$ cat config.mk
export PLATFORM = sky130hd
export DESIGN_NAME = spike_event_queue_accumulator
export DESIGN_NICKNAME = d
export VERILOG_FILES = /design/src/sv/seqa_pkg.sv /design/src/sv/seqa_cell.sv /design/src/sv/spike_event_queue_accumulator.sv
export SDC_FILE = /design/constraint.sdc
export NUM_CORES = 2
export LEC_CHECK = 0
export BUFFER_PORTS_ARGS = -buffer_cell sky130_fd_sc_hd__buf_4
export CAP_MARGIN = 20
export CORE_ASPECT_RATIO = 0.7
export CORE_MARGIN = 3
export CORE_UTILIZATION = 25
export CTS_CLUSTER_DIAMETER = 40
export DETAILED_ROUTE_END_ITERATION = 10
export PLACE_DENSITY = 0.45
export SYNTH_ARGS = -nofsm -noshare
export SYNTH_HDL_FRONTEND = slang
export SYNTH_HIERARCHICAL = 1
export SYNTH_SLANG_ARGS = --single-unit
$ cat constraint.sdc
create_clock -name clk_i -period 7.6 [get_ports clk_i]
set_clock_uncertainty 0.2 [all_clocks]
set_input_delay 0.38 -clock clk_i [delete_from_list [all_inputs] [get_ports clk_i]]
set_output_delay 0.38 -clock clk_i [all_outputs]
set_load 0.005 [all_outputs]
$ cat src/sv/seqa_pkg.sv
`timescale 1ns / 1ps
// ----------------------------------------------------------------------------
// seqa_pkg
// Shared types and constants for the spike event queue with step accumulator.
// ----------------------------------------------------------------------------
package seqa_pkg;

  localparam int QUEUE_DEPTH = 16;
  localparam int CNT_W       = $clog2(QUEUE_DEPTH + 1);
  localparam int TIME_W      = 32;
  localparam int WEIGHT_W    = 16;
  localparam int STEP_W      = 16;
  localparam int SUM_W       = 24;
  localparam int QCOUNT_W    = 5;
  localparam int ACC_W       = WEIGHT_W + $clog2(QUEUE_DEPTH) + 1;

  localparam logic CMD_ADD  = 1'b0;
  localparam logic CMD_STEP = 1'b1;

  localparam logic signed [31:0] SUM_MAX = 32'sd8388607;
  localparam logic signed [31:0] SUM_MIN = -32'sd8388608;

  typedef logic [TIME_W-1:0]          time_t;
  typedef logic signed [WEIGHT_W-1:0] weight_t;
  typedef logic [TIME_W:0]            deadline_t;
  typedef logic signed [ACC_W-1:0]    acc_t;
  typedef logic signed [SUM_W-1:0]    sum_t;
  typedef logic [CNT_W-1:0]           cnt_t;

  typedef enum logic [1:0] {
    CELL_HOLD,
    CELL_INSERT,
    CELL_SHIFT
  } cell_op_e;

  typedef enum logic [1:0] {
    ST_IDLE,
    ST_INSERT,
    ST_DRAIN
  } state_e;

  typedef struct packed {
    cell_op_e op;
    time_t    ev_time;
    weight_t  ev_weight;
  } cell_ctrl_t;

  function automatic sum_t sat_sum(acc_t acc);
    logic signed [31:0] wide;
    wide = 32'(acc);
    if (wide > SUM_MAX) begin
      return SUM_MAX[SUM_W-1:0];
    end else if (wide < SUM_MIN) begin
      return SUM_MIN[SUM_W-1:0];
    end
    return wide[SUM_W-1:0];
  endfunction

endpackage

$ cat src/sv/seqa_cell.sv
`timescale 1ns / 1ps
// ----------------------------------------------------------------------------
// seqa_cell
// One slot of the sorted event chain: holds, takes the new event, takes the
// left neighbor on insert, or takes the right neighbor on pop.
// ----------------------------------------------------------------------------
module seqa_cell (
  input  logic                clk_i,
  input  seqa_pkg::cell_ctrl_t ctrl_i,
  input  logic                valid_i,
  input  logic                at_fill_i,
  input  logic                left_gt_i,
  input  seqa_pkg::time_t     left_time_i,
  input  seqa_pkg::weight_t   left_weight_i,
  input  seqa_pkg::time_t     right_time_i,
  input  seqa_pkg::weight_t   right_weight_i,
  output seqa_pkg::time_t     time_o,
  output seqa_pkg::weight_t   weight_o,
  output logic                gt_o
);

  seqa_pkg::time_t   time_q, time_d;
  seqa_pkg::weight_t weight_q, weight_d;

  assign gt_o     = valid_i && (time_q > ctrl_i.ev_time);
  assign time_o   = time_q;
  assign weight_o = weight_q;

  always_comb begin
    time_d   = time_q;
    weight_d = weight_q;
    case (ctrl_i.op)
      seqa_pkg::CELL_INSERT: begin
        if (left_gt_i) begin
          time_d   = left_time_i;
          weight_d = left_weight_i;
        end else if (gt_o || at_fill_i) begin
          time_d   = ctrl_i.ev_time;
          weight_d = ctrl_i.ev_weight;
        end
      end
      seqa_pkg::CELL_SHIFT: begin
        time_d   = right_time_i;
        weight_d = right_weight_i;
      end
      default: begin
      end
    endcase
  end

  always_ff @(posedge clk_i) begin
    time_q   <= time_d;
    weight_q <= weight_d;
  end

endmodule

$ cat src/sv/spike_event_queue_accumulator.sv
`timescale 1ns / 1ps
// ----------------------------------------------------------------------------
// spike_event_queue_accumulator
// Time-sorted spike event queue with a step command that drains due events.
// ----------------------------------------------------------------------------
// A word is taken when start is high and busy is low; its result appears
// on the result ports for one cycle with done_o high and cannot be stalled.
// An add passes through the insert state, after which the result shows, and
// a full-queue add is rejected with the result on the next cycle. A step pops
// one due event per cycle from the head of the cell chain, and its result
// shows once no due event is left at the head. A new word may be taken in
// the cycle the result is shown.
module spike_event_queue_accumulator (
  input  logic                    clk_i,
  input  logic                    rst_ni,
  input  logic                    start,
  output logic                    busy,
  input  logic                    command_i,
  input  logic [31:0]             event_time_i,
  input  logic signed [15:0]      spike_weight_i,
  input  logic [31:0]             current_time_i,
  output logic                    done_o,
  output logic signed [23:0]      pulse_sum_o,
  output logic                    accepted_o,
  output logic [4:0]              queue_count_o,
  input  logic                    cfg_valid_i,
  output logic                    cfg_ready_o,
  input  logic [15:0]             cfg_data_i
);

  localparam int N = seqa_pkg::QUEUE_DEPTH;

  seqa_pkg::state_e    state_q, state_d;
  seqa_pkg::cnt_t      count_q, count_d;
  seqa_pkg::acc_t      acc_q, acc_d;
  seqa_pkg::deadline_t deadline_q, deadline_d;
  seqa_pkg::time_t     ev_time_q, ev_time_d;
  seqa_pkg::weight_t   ev_weight_q, ev_weight_d;
  logic [seqa_pkg::STEP_W-1:0] step_q;
  logic                done_q, done_d;
  seqa_pkg::sum_t      sum_q, sum_d;
  logic                accepted_q, accepted_d;
  seqa_pkg::cnt_t      qcount_q, qcount_d;

  seqa_pkg::cell_ctrl_t ctrl;
  seqa_pkg::time_t     cell_time   [N];
  seqa_pkg::weight_t   cell_weight [N];
  logic [N-1:0]        cell_gt;
  logic                pop;

  assign cfg_ready_o = 1'b1;
  assign busy        = (state_q != seqa_pkg::ST_IDLE);

  always_ff @(posedge clk_i or negedge rst_ni) begin
    if (!rst_ni) begin
      step_q <= 16'd1;
    end else if (cfg_valid_i && cfg_ready_o) begin
      step_q <= cfg_data_i;
    end
  end

  for (genvar k = 0; k < N; k++) begin : g_cell
    seqa_pkg::time_t   l_time, r_time;
    seqa_pkg::weight_t l_weight, r_weight;
    logic              l_gt;

    if (k == 0) begin : g_first
      assign l_gt     = 1'b0;
      assign l_time   = '0;
      assign l_weight = '0;
    end else begin : g_mid
      assign l_gt     = cell_gt[k-1];
      assign l_time   = cell_time[k-1];
      assign l_weight = cell_weight[k-1];
    end

    if (k == N - 1) begin : g_last
      assign r_time   = '0;
      assign r_weight = '0;
    end else begin : g_inner
      assign r_time   = cell_time[k+1];
      assign r_weight = cell_weight[k+1];
    end

    seqa_cell u_cell (
      .clk_i         (clk_i),
      .ctrl_i        (ctrl),
      .valid_i       (count_q > seqa_pkg::CNT_W'(k)),
      .at_fill_i     (count_q == seqa_pkg::CNT_W'(k)),
      .left_gt_i     (l_gt),
      .left_time_i   (l_time),
      .left_weight_i (l_weight),
      .right_time_i  (r_time),
      .right_weight_i(r_weight),
      .time_o        (cell_time[k]),
      .weight_o      (cell_weight[k]),
      .gt_o          (cell_gt[k])
    );
  end

  assign pop = (count_q != '0) && ({1'b0, cell_time[0]} < deadline_q);

  always_comb begin
    state_d         = state_q;
    count_d         = count_q;
    acc_d           = acc_q;
    deadline_d      = deadline_q;
    ev_time_d       = ev_time_q;
    ev_weight_d     = ev_weight_q;
    done_d          = 1'b0;
    sum_d           = sum_q;
    accepted_d      = accepted_q;
    qcount_d        = qcount_q;
    ctrl.op         = seqa_pkg::CELL_HOLD;
    ctrl.ev_time    = ev_time_q;
    ctrl.ev_weight  = ev_weight_q;
    case (state_q)
      seqa_pkg::ST_IDLE: begin
        if (start) begin
          if (command_i == seqa_pkg::CMD_STEP) begin
            deadline_d = {1'b0, current_time_i} + seqa_pkg::deadline_t'(step_q);
            acc_d      = '0;
            state_d    = seqa_pkg::ST_DRAIN;
          end else if (count_q == seqa_pkg::CNT_W'(N)) begin
            done_d     = 1'b1;
            sum_d      = '0;
            accepted_d = 1'b0;
            qcount_d   = count_q;
          end else begin
            ev_time_d   = event_time_i;
            ev_weight_d = spike_weight_i;
            state_d     = seqa_pkg::ST_INSERT;
          end
        end
      end
      seqa_pkg::ST_INSERT: begin
        ctrl.op    = seqa_pkg::CELL_INSERT;
        count_d    = count_q + 1'b1;
        done_d     = 1'b1;
        sum_d      = '0;
        accepted_d = 1'b1;
        qcount_d   = count_q + 1'b1;
        state_d    = seqa_pkg::ST_IDLE;
      end
      seqa_pkg::ST_DRAIN: begin
        if (pop) begin
          ctrl.op = seqa_pkg::CELL_SHIFT;
          acc_d   = acc_q + seqa_pkg::acc_t'(cell_weight[0]);
          count_d = count_q - 1'b1;
        end else begin
          done_d     = 1'b1;
          sum_d      = seqa_pkg::sat_sum(acc_q);
          accepted_d = 1'b1;
          qcount_d   = count_q;
          state_d    = seqa_pkg::ST_IDLE;
        end
      end
      default: begin
        state_d = seqa_pkg::ST_IDLE;
      end
    endcase
  end

  always_ff @(posedge clk_i or negedge rst_ni) begin
    if (!rst_ni) begin
      state_q <= seqa_pkg::ST_IDLE;
      count_q <= '0;
      done_q  <= 1'b0;
    end else begin
      state_q <= state_d;
      count_q <= count_d;
      done_q  <= done_d;
    end
  end

  always_ff @(posedge clk_i) begin
    acc_q       <= acc_d;
    deadline_q  <= deadline_d;
    ev_time_q   <= ev_time_d;
    ev_weight_q <= ev_weight_d;
    sum_q       <= sum_d;
    accepted_q  <= accepted_d;
    qcount_q    <= qcount_d;
  end

  assign done_o        = done_q;
  assign pulse_sum_o   = sum_q;
  assign accepted_o    = accepted_q;
  assign queue_count_o = seqa_pkg::QCOUNT_W'(qcount_q);

endmodule

Word-level counts from Yosys, hierarchy flattened:

Cells that the tools add are included.

* register bits: 924
* word-level logic and storage cells: 324
* bits of input ports: 101
* output and inout bits: 33

* reduce and logical (&&, ||, !) cells: 63
* $add $sub $neg: 4
* mux-type cells: 134
* bitwise gates (word level): 2
* equality and inequality tests: 43
* order comparisons: 35

Operators by type and width (number)
* $pmux W32 S2: 16
* $mux W32: 31
* $gt A32 B32 Y1: 16
* $pmux W16 S2: 16
* $mux W16: 31
* $mux W24: 7
* $pmux W24 S3: 1
* $mux W21: 3
* $ne A3 B1 Y1 const B: 15
* $pmux W21 S2: 1
* $eq A5 B4 Y1 const B: 8
* $gt A5 B4 Y1 const B: 8
* $reduce_and A2 Y1: 17
* $add A32 B16 Y33: 1
* $lt A32 B33 Y1: 1
* $mux W5: 5
* $gt A21 B24 Y1 const B: 1
* $lt A21 B24 Y1 const B: 1
* $add A21 B16 Y21: 1
* $eq A5 B3 Y1 const B: 4
* $gt A5 B3 Y1 const B: 4
* $logic_and A1 B1 Y1: 17
* $logic_or A1 B1 Y1: 16
* $pmux W5 S3: 1
* 26 further kinds: 59

Longest topological paths before layout:

* word-level depth: 8
* mapped depth: 15
* gate-level depth less buffers: 12

Hierarchy:

The synthesis kept the hierarchy.

Modules (own cells, without submodules)
* seqa_cell: times used 16, sequential area each 1441.4 µm², area each 3270.6 µm², cells an instance 326
* spike_event_queue_accumulator: times used 1, sequential area each 4505.6 µm², area each 8356.8 µm², cells an instance 715

Worst setup path after synthesis:

OpenSTA, ideal clock, no wires.

* path kind: register to register
* start: register g_cell[0].u_cell.time_q[6]
* end: register g_cell[10].u_cell.time_q[0], enable pin
* required time: 6.918 ns
* arrival: 6.167 ns
* setup time: 0.482 ns
* buffers on the path: 2
* path slack: 0.750 ns
* cell stages (with the launch flop): 14
* clock period less this slack: 6.850 ns
* cell sequence: edfxtp_1 > ha_1 > a21o_1 > a21o_1 > a21oi_1 > o21ai_1 > o21a_1 > or4_4 > nor2_1 > nor2b_1 > buf_4 > buf_2 > nor3_1 > a31oi_1

RTL lines
* from (decl): line seqa_cell.sv:22 `seqa_pkg::time_t time_q, time_d;`
* from (signal assigned): line seqa_cell.sv:52 `time_q <= time_d;`
* to (signal assigned): line seqa_cell.sv:52
* to (decl): line seqa_cell.sv:22

Worst setup path after layout:

* start: register ev_time_q[13]
* end: register g_cell[1].u_cell.weight_q[1], enable pin

* elaborated cells on any way between the ends: 7
* classes of those cells: order compare (2); eq/ne (1); reduce/logical (4)

RTL lines
* from (decl): line spike_event_queue_accumulator.sv:37 `seqa_pkg::time_t ev_time_q, ev_time_d;`
* from (signal assigned): line spike_event_queue_accumulator.sv:179 `ev_time_q <= ev_time_d;`
* $gt A32 B32 Y1: line seqa_cell.sv:25 `assign gt_o = valid_i && (time_q > ctrl_i.ev_time);`
* $logic_and A1 B1 Y1: line seqa_cell.sv:25
* named net cell_gt[0]: line spike_event_queue_accumulator.sv:48 `logic [N-1:0] cell_gt;`
* $ne A3 B1 Y1 (no source line)
* $reduce_and A2 Y1 (no source line)
* to (signal assigned): line seqa_cell.sv:53 `weight_q <= weight_d;`
* to (decl): line seqa_cell.sv:23 `seqa_pkg::weight_t weight_q, weight_d;`

The timed path passes the listed nets, and every way through them passes these cells.
A chain may end at the register's enable or synchronous reset.

==> impl_metrics.tcl <==
set metrics [dict create \
    drtIter0Drc 3583 \
    finalSetupViolCount 0 \
    post-route-drc-count 0 \
    period_share 0.789 \
    cts_resized 0 \
    dieHeight_um 418 \
    io_pins 134 \
    critPathSlowestCell "a2111oi_0" \
    area_delta_synth_final_pct 19.8 \
    worst_pin_slew_ns 1.16 \
    dr_wl_met2_um 71800 \
    synth_area_per_cell_um2 10.2 \
    fin_cells 9590 \
    timing_worst_setup_path_type "reg -> reg" \
    hold_viol 0 \
    ir_worst_vdd_v 0.000282 \
    firstDrtPassIters 6 \
    routed.top_layer "met4" \
    dp.cells 9180 \
    wire_per_inst_um 18.8 \
    min_from "current_time_i[10]" \
    grt_antenna_before_repair 4 \
    path_max_fanout 32 \
    r2r_cells 10 \
    drt-vias-per-instance 4.78 \
    r2r_setup_slack_ns 1.60 \
    std_cell_rows 150 \
    power_density_mw_per_mm2 389 \
    cts_buffers 158 \
    timing.critical_path.mode_cell "buf_4" \
    r2r-start "ev_time_q[13]$_DFFE_PP_" \
    cts_root_buf "clkbuf_16" \
    rr_endpoint "g_cell[1].u_cell/weight_o[1]$_DFFE_PP_" \
    grt_overflow 0 \
    gp_congestion 0.843 \
    grt_pass1_wl_um 278000 \
    clk_latency_ns 0.79 \
    cts.sinks 922 \
    dp.final_hpwl_um 137000 \
    outcome "completed" \
    port_buffers 132 \
    relSlewSlack 0.205 \
    route.met3.wl_um 8480 \
    p_leak_nw 28.0 \
    cts_buffer_depth 4 \
    postRouteWirelength_um 180000 \
    nNetsFinal 6972 \
    fp.dieW_um 595 \
    finalCriticalPeriod_ns 6.00 \
    crit_chain "buf_4 -> inv_1 -> ha_1 -> nand4_2 -> a2111oi_0 -> o31ai_1 -> a21boi_4 -> nor3_1 -> a31oi_4 -> buf_4" \
    n_fill_cell 24800 \
    start_kind "flip-flop" \
    grt_pass1_vias 47500 \
    dieArea_mm2 0.249 \
    rsz0062_at_grt "no" \
    cts_setup_buffers 0 \
    start_util 0.253 \
    required_ns 7.82 \
    crit_path_start "ev_time_q[13]$_DFFE_PP_" \
    hold_path.class "in -> reg" \
    synthCells 5930 \
    fmax_mhz 167 \
    hold_path_depth 3 \
    cpPeakStageDelay_ns 1.03 \
    netlist_area_mm2 0.0607 \
    finalSetupTns_ns 0 \
    vias 45900 \
    coreArea_mm2 0.240 \
    synth_warnings 6 \
    cts_max_level 4 \
    grt.total_usage 0.141 \
    endpoint_kind "flip-flop" \
    final_max_slew_viol_count 0 \
    cts_tree "built" \
    met1Wirelength_um 96800 \
    antenna_left 0 \
    drv_cap 0 \
    worst_hold_path.endpoint "deadline_q[10]$_DFFE_PP_" \
    grt_start_max_net_pins 97 \
    clk_pin_slew_ns 0.05 \
    cp.arrival_ns 6.21 \
    drive_gt1_frac 0.0944 \
]
[layout by cell type, fill, tap and decap left out, types with 17 or more instances in the layout]
cell and n:
buf_4 248, or4_1 17, edfxtp_1 898, nand3_1 113, dlygate4sd3_1 131, o211ai_1 19, o21ai_0 809, mux2i_1 772
nor2b_1 28, nor3_1 31, clkbuf_16 161, clkbuf_1 17, clkinv_1 22, inv_1 564, a221o_1 17, xnor2_1 32
dfrtp_1 23, or3_1 18, clkinv_2 22, xor2_1 32, a211oi_1 21, o31ai_1 23, ha_1 587, and2_1 26
nand2_1 853, nor2_1 80, a21oi_1 249, a21o_1 82, nand4_1 122, o31a_1 20, conb_1 98
[registers in the layout (all words and copies together), names as in the netlist, 16 cells and up]
| signal | flops |
|---|---|
| step_q | 16 |
| pulse_sum_o | 22 |
| ev_weight_q | 16 |
| g_cell.u_cell/time_o | 512 |
| acc_q | 21 |
| ev_time_q | 32 |
| g_cell.u_cell/weight_o | 256 |
| deadline_q | 33 |
[timing repair]
item,in CTS,in global routing
hold buffers,132,0
hold endpoints to repair,127,0
setup endpoints to repair,0,0
[how the worst max path moves through the flow]
stage                                                  end  slack [ns]
floorplan            g_cell[15].u_cell/time_o[0]$_DFFE_PP_        0.75
global placement    g_cell[1].u_cell/weight_o[7]$_DFFE_PP_        1.67
detailed placement  g_cell[1].u_cell/weight_o[7]$_DFFE_PP_        1.68
CTS                 g_cell[1].u_cell/weight_o[1]$_DFFE_PP_        1.64
global route        g_cell[1].u_cell/weight_o[1]$_DFFE_PP_        1.32
finish              g_cell[1].u_cell/weight_o[1]$_DFFE_PP_        1.60
[layout make-up]
type | count | area (um^2) | area share
diodes | 1 | 2.50 | 0.0000344
clock buffers | 180 | 4120 | 0.0567
clock inverters | 96 | 950 | 0.0131
inverters | 566 | 2120 | 0.0292
multi-input cells | 4249 | 30700 | 0.422
flip-flops and latches | 922 | 27600 | 0.379
well taps | 3192 | 3990 | 0.0550
repair buffers | 384 | 3250 | 0.0447
[stage by stage]
step                worst slack (ns)  area [um^2]  total power, mW  utilization  hold WS, ns
floorplan                      0.750        61000             17.5            -       -0.116
global placement                1.67        66200             20.9        0.276        0.114
detailed placement              1.68        66200             21.2        0.276        0.119
global route                    1.32        72700             30.2        0.303       0.0592
CTS                             1.64        72600             28.5        0.303       0.0187
finish                          1.60        72700             28.3        0.303       0.0886
[power breakdown]
part,switching (mW),internal (mW)
clock network,2.70,4.38
logic,6.80,4.39
registers,1.43,8.58
total,10.9,17.4
[critical path, delay by kind of cell (launching register included)]
| family | cells | cell delay, ns |
|---|---|---|
| AO/OA/AOI/OAI | 4 | 2.90 |
| adder cells (fa/ha/maj) | 1 | 0.31 |
| buffers and inverters | 3 | 0.91 |
| flip-flops | 1 | 0.87 |
| AND/OR/NAND/NOR | 2 | 0.39 |
[metal layers]
metal  GRT usage  vias up
li1            -    22200
met1       0.222    22600
met2       0.201      871
met3      0.0188      222
met4      0.0284        0
met5           0        -
No activity file was read; power rests on OpenSTA's default activity.
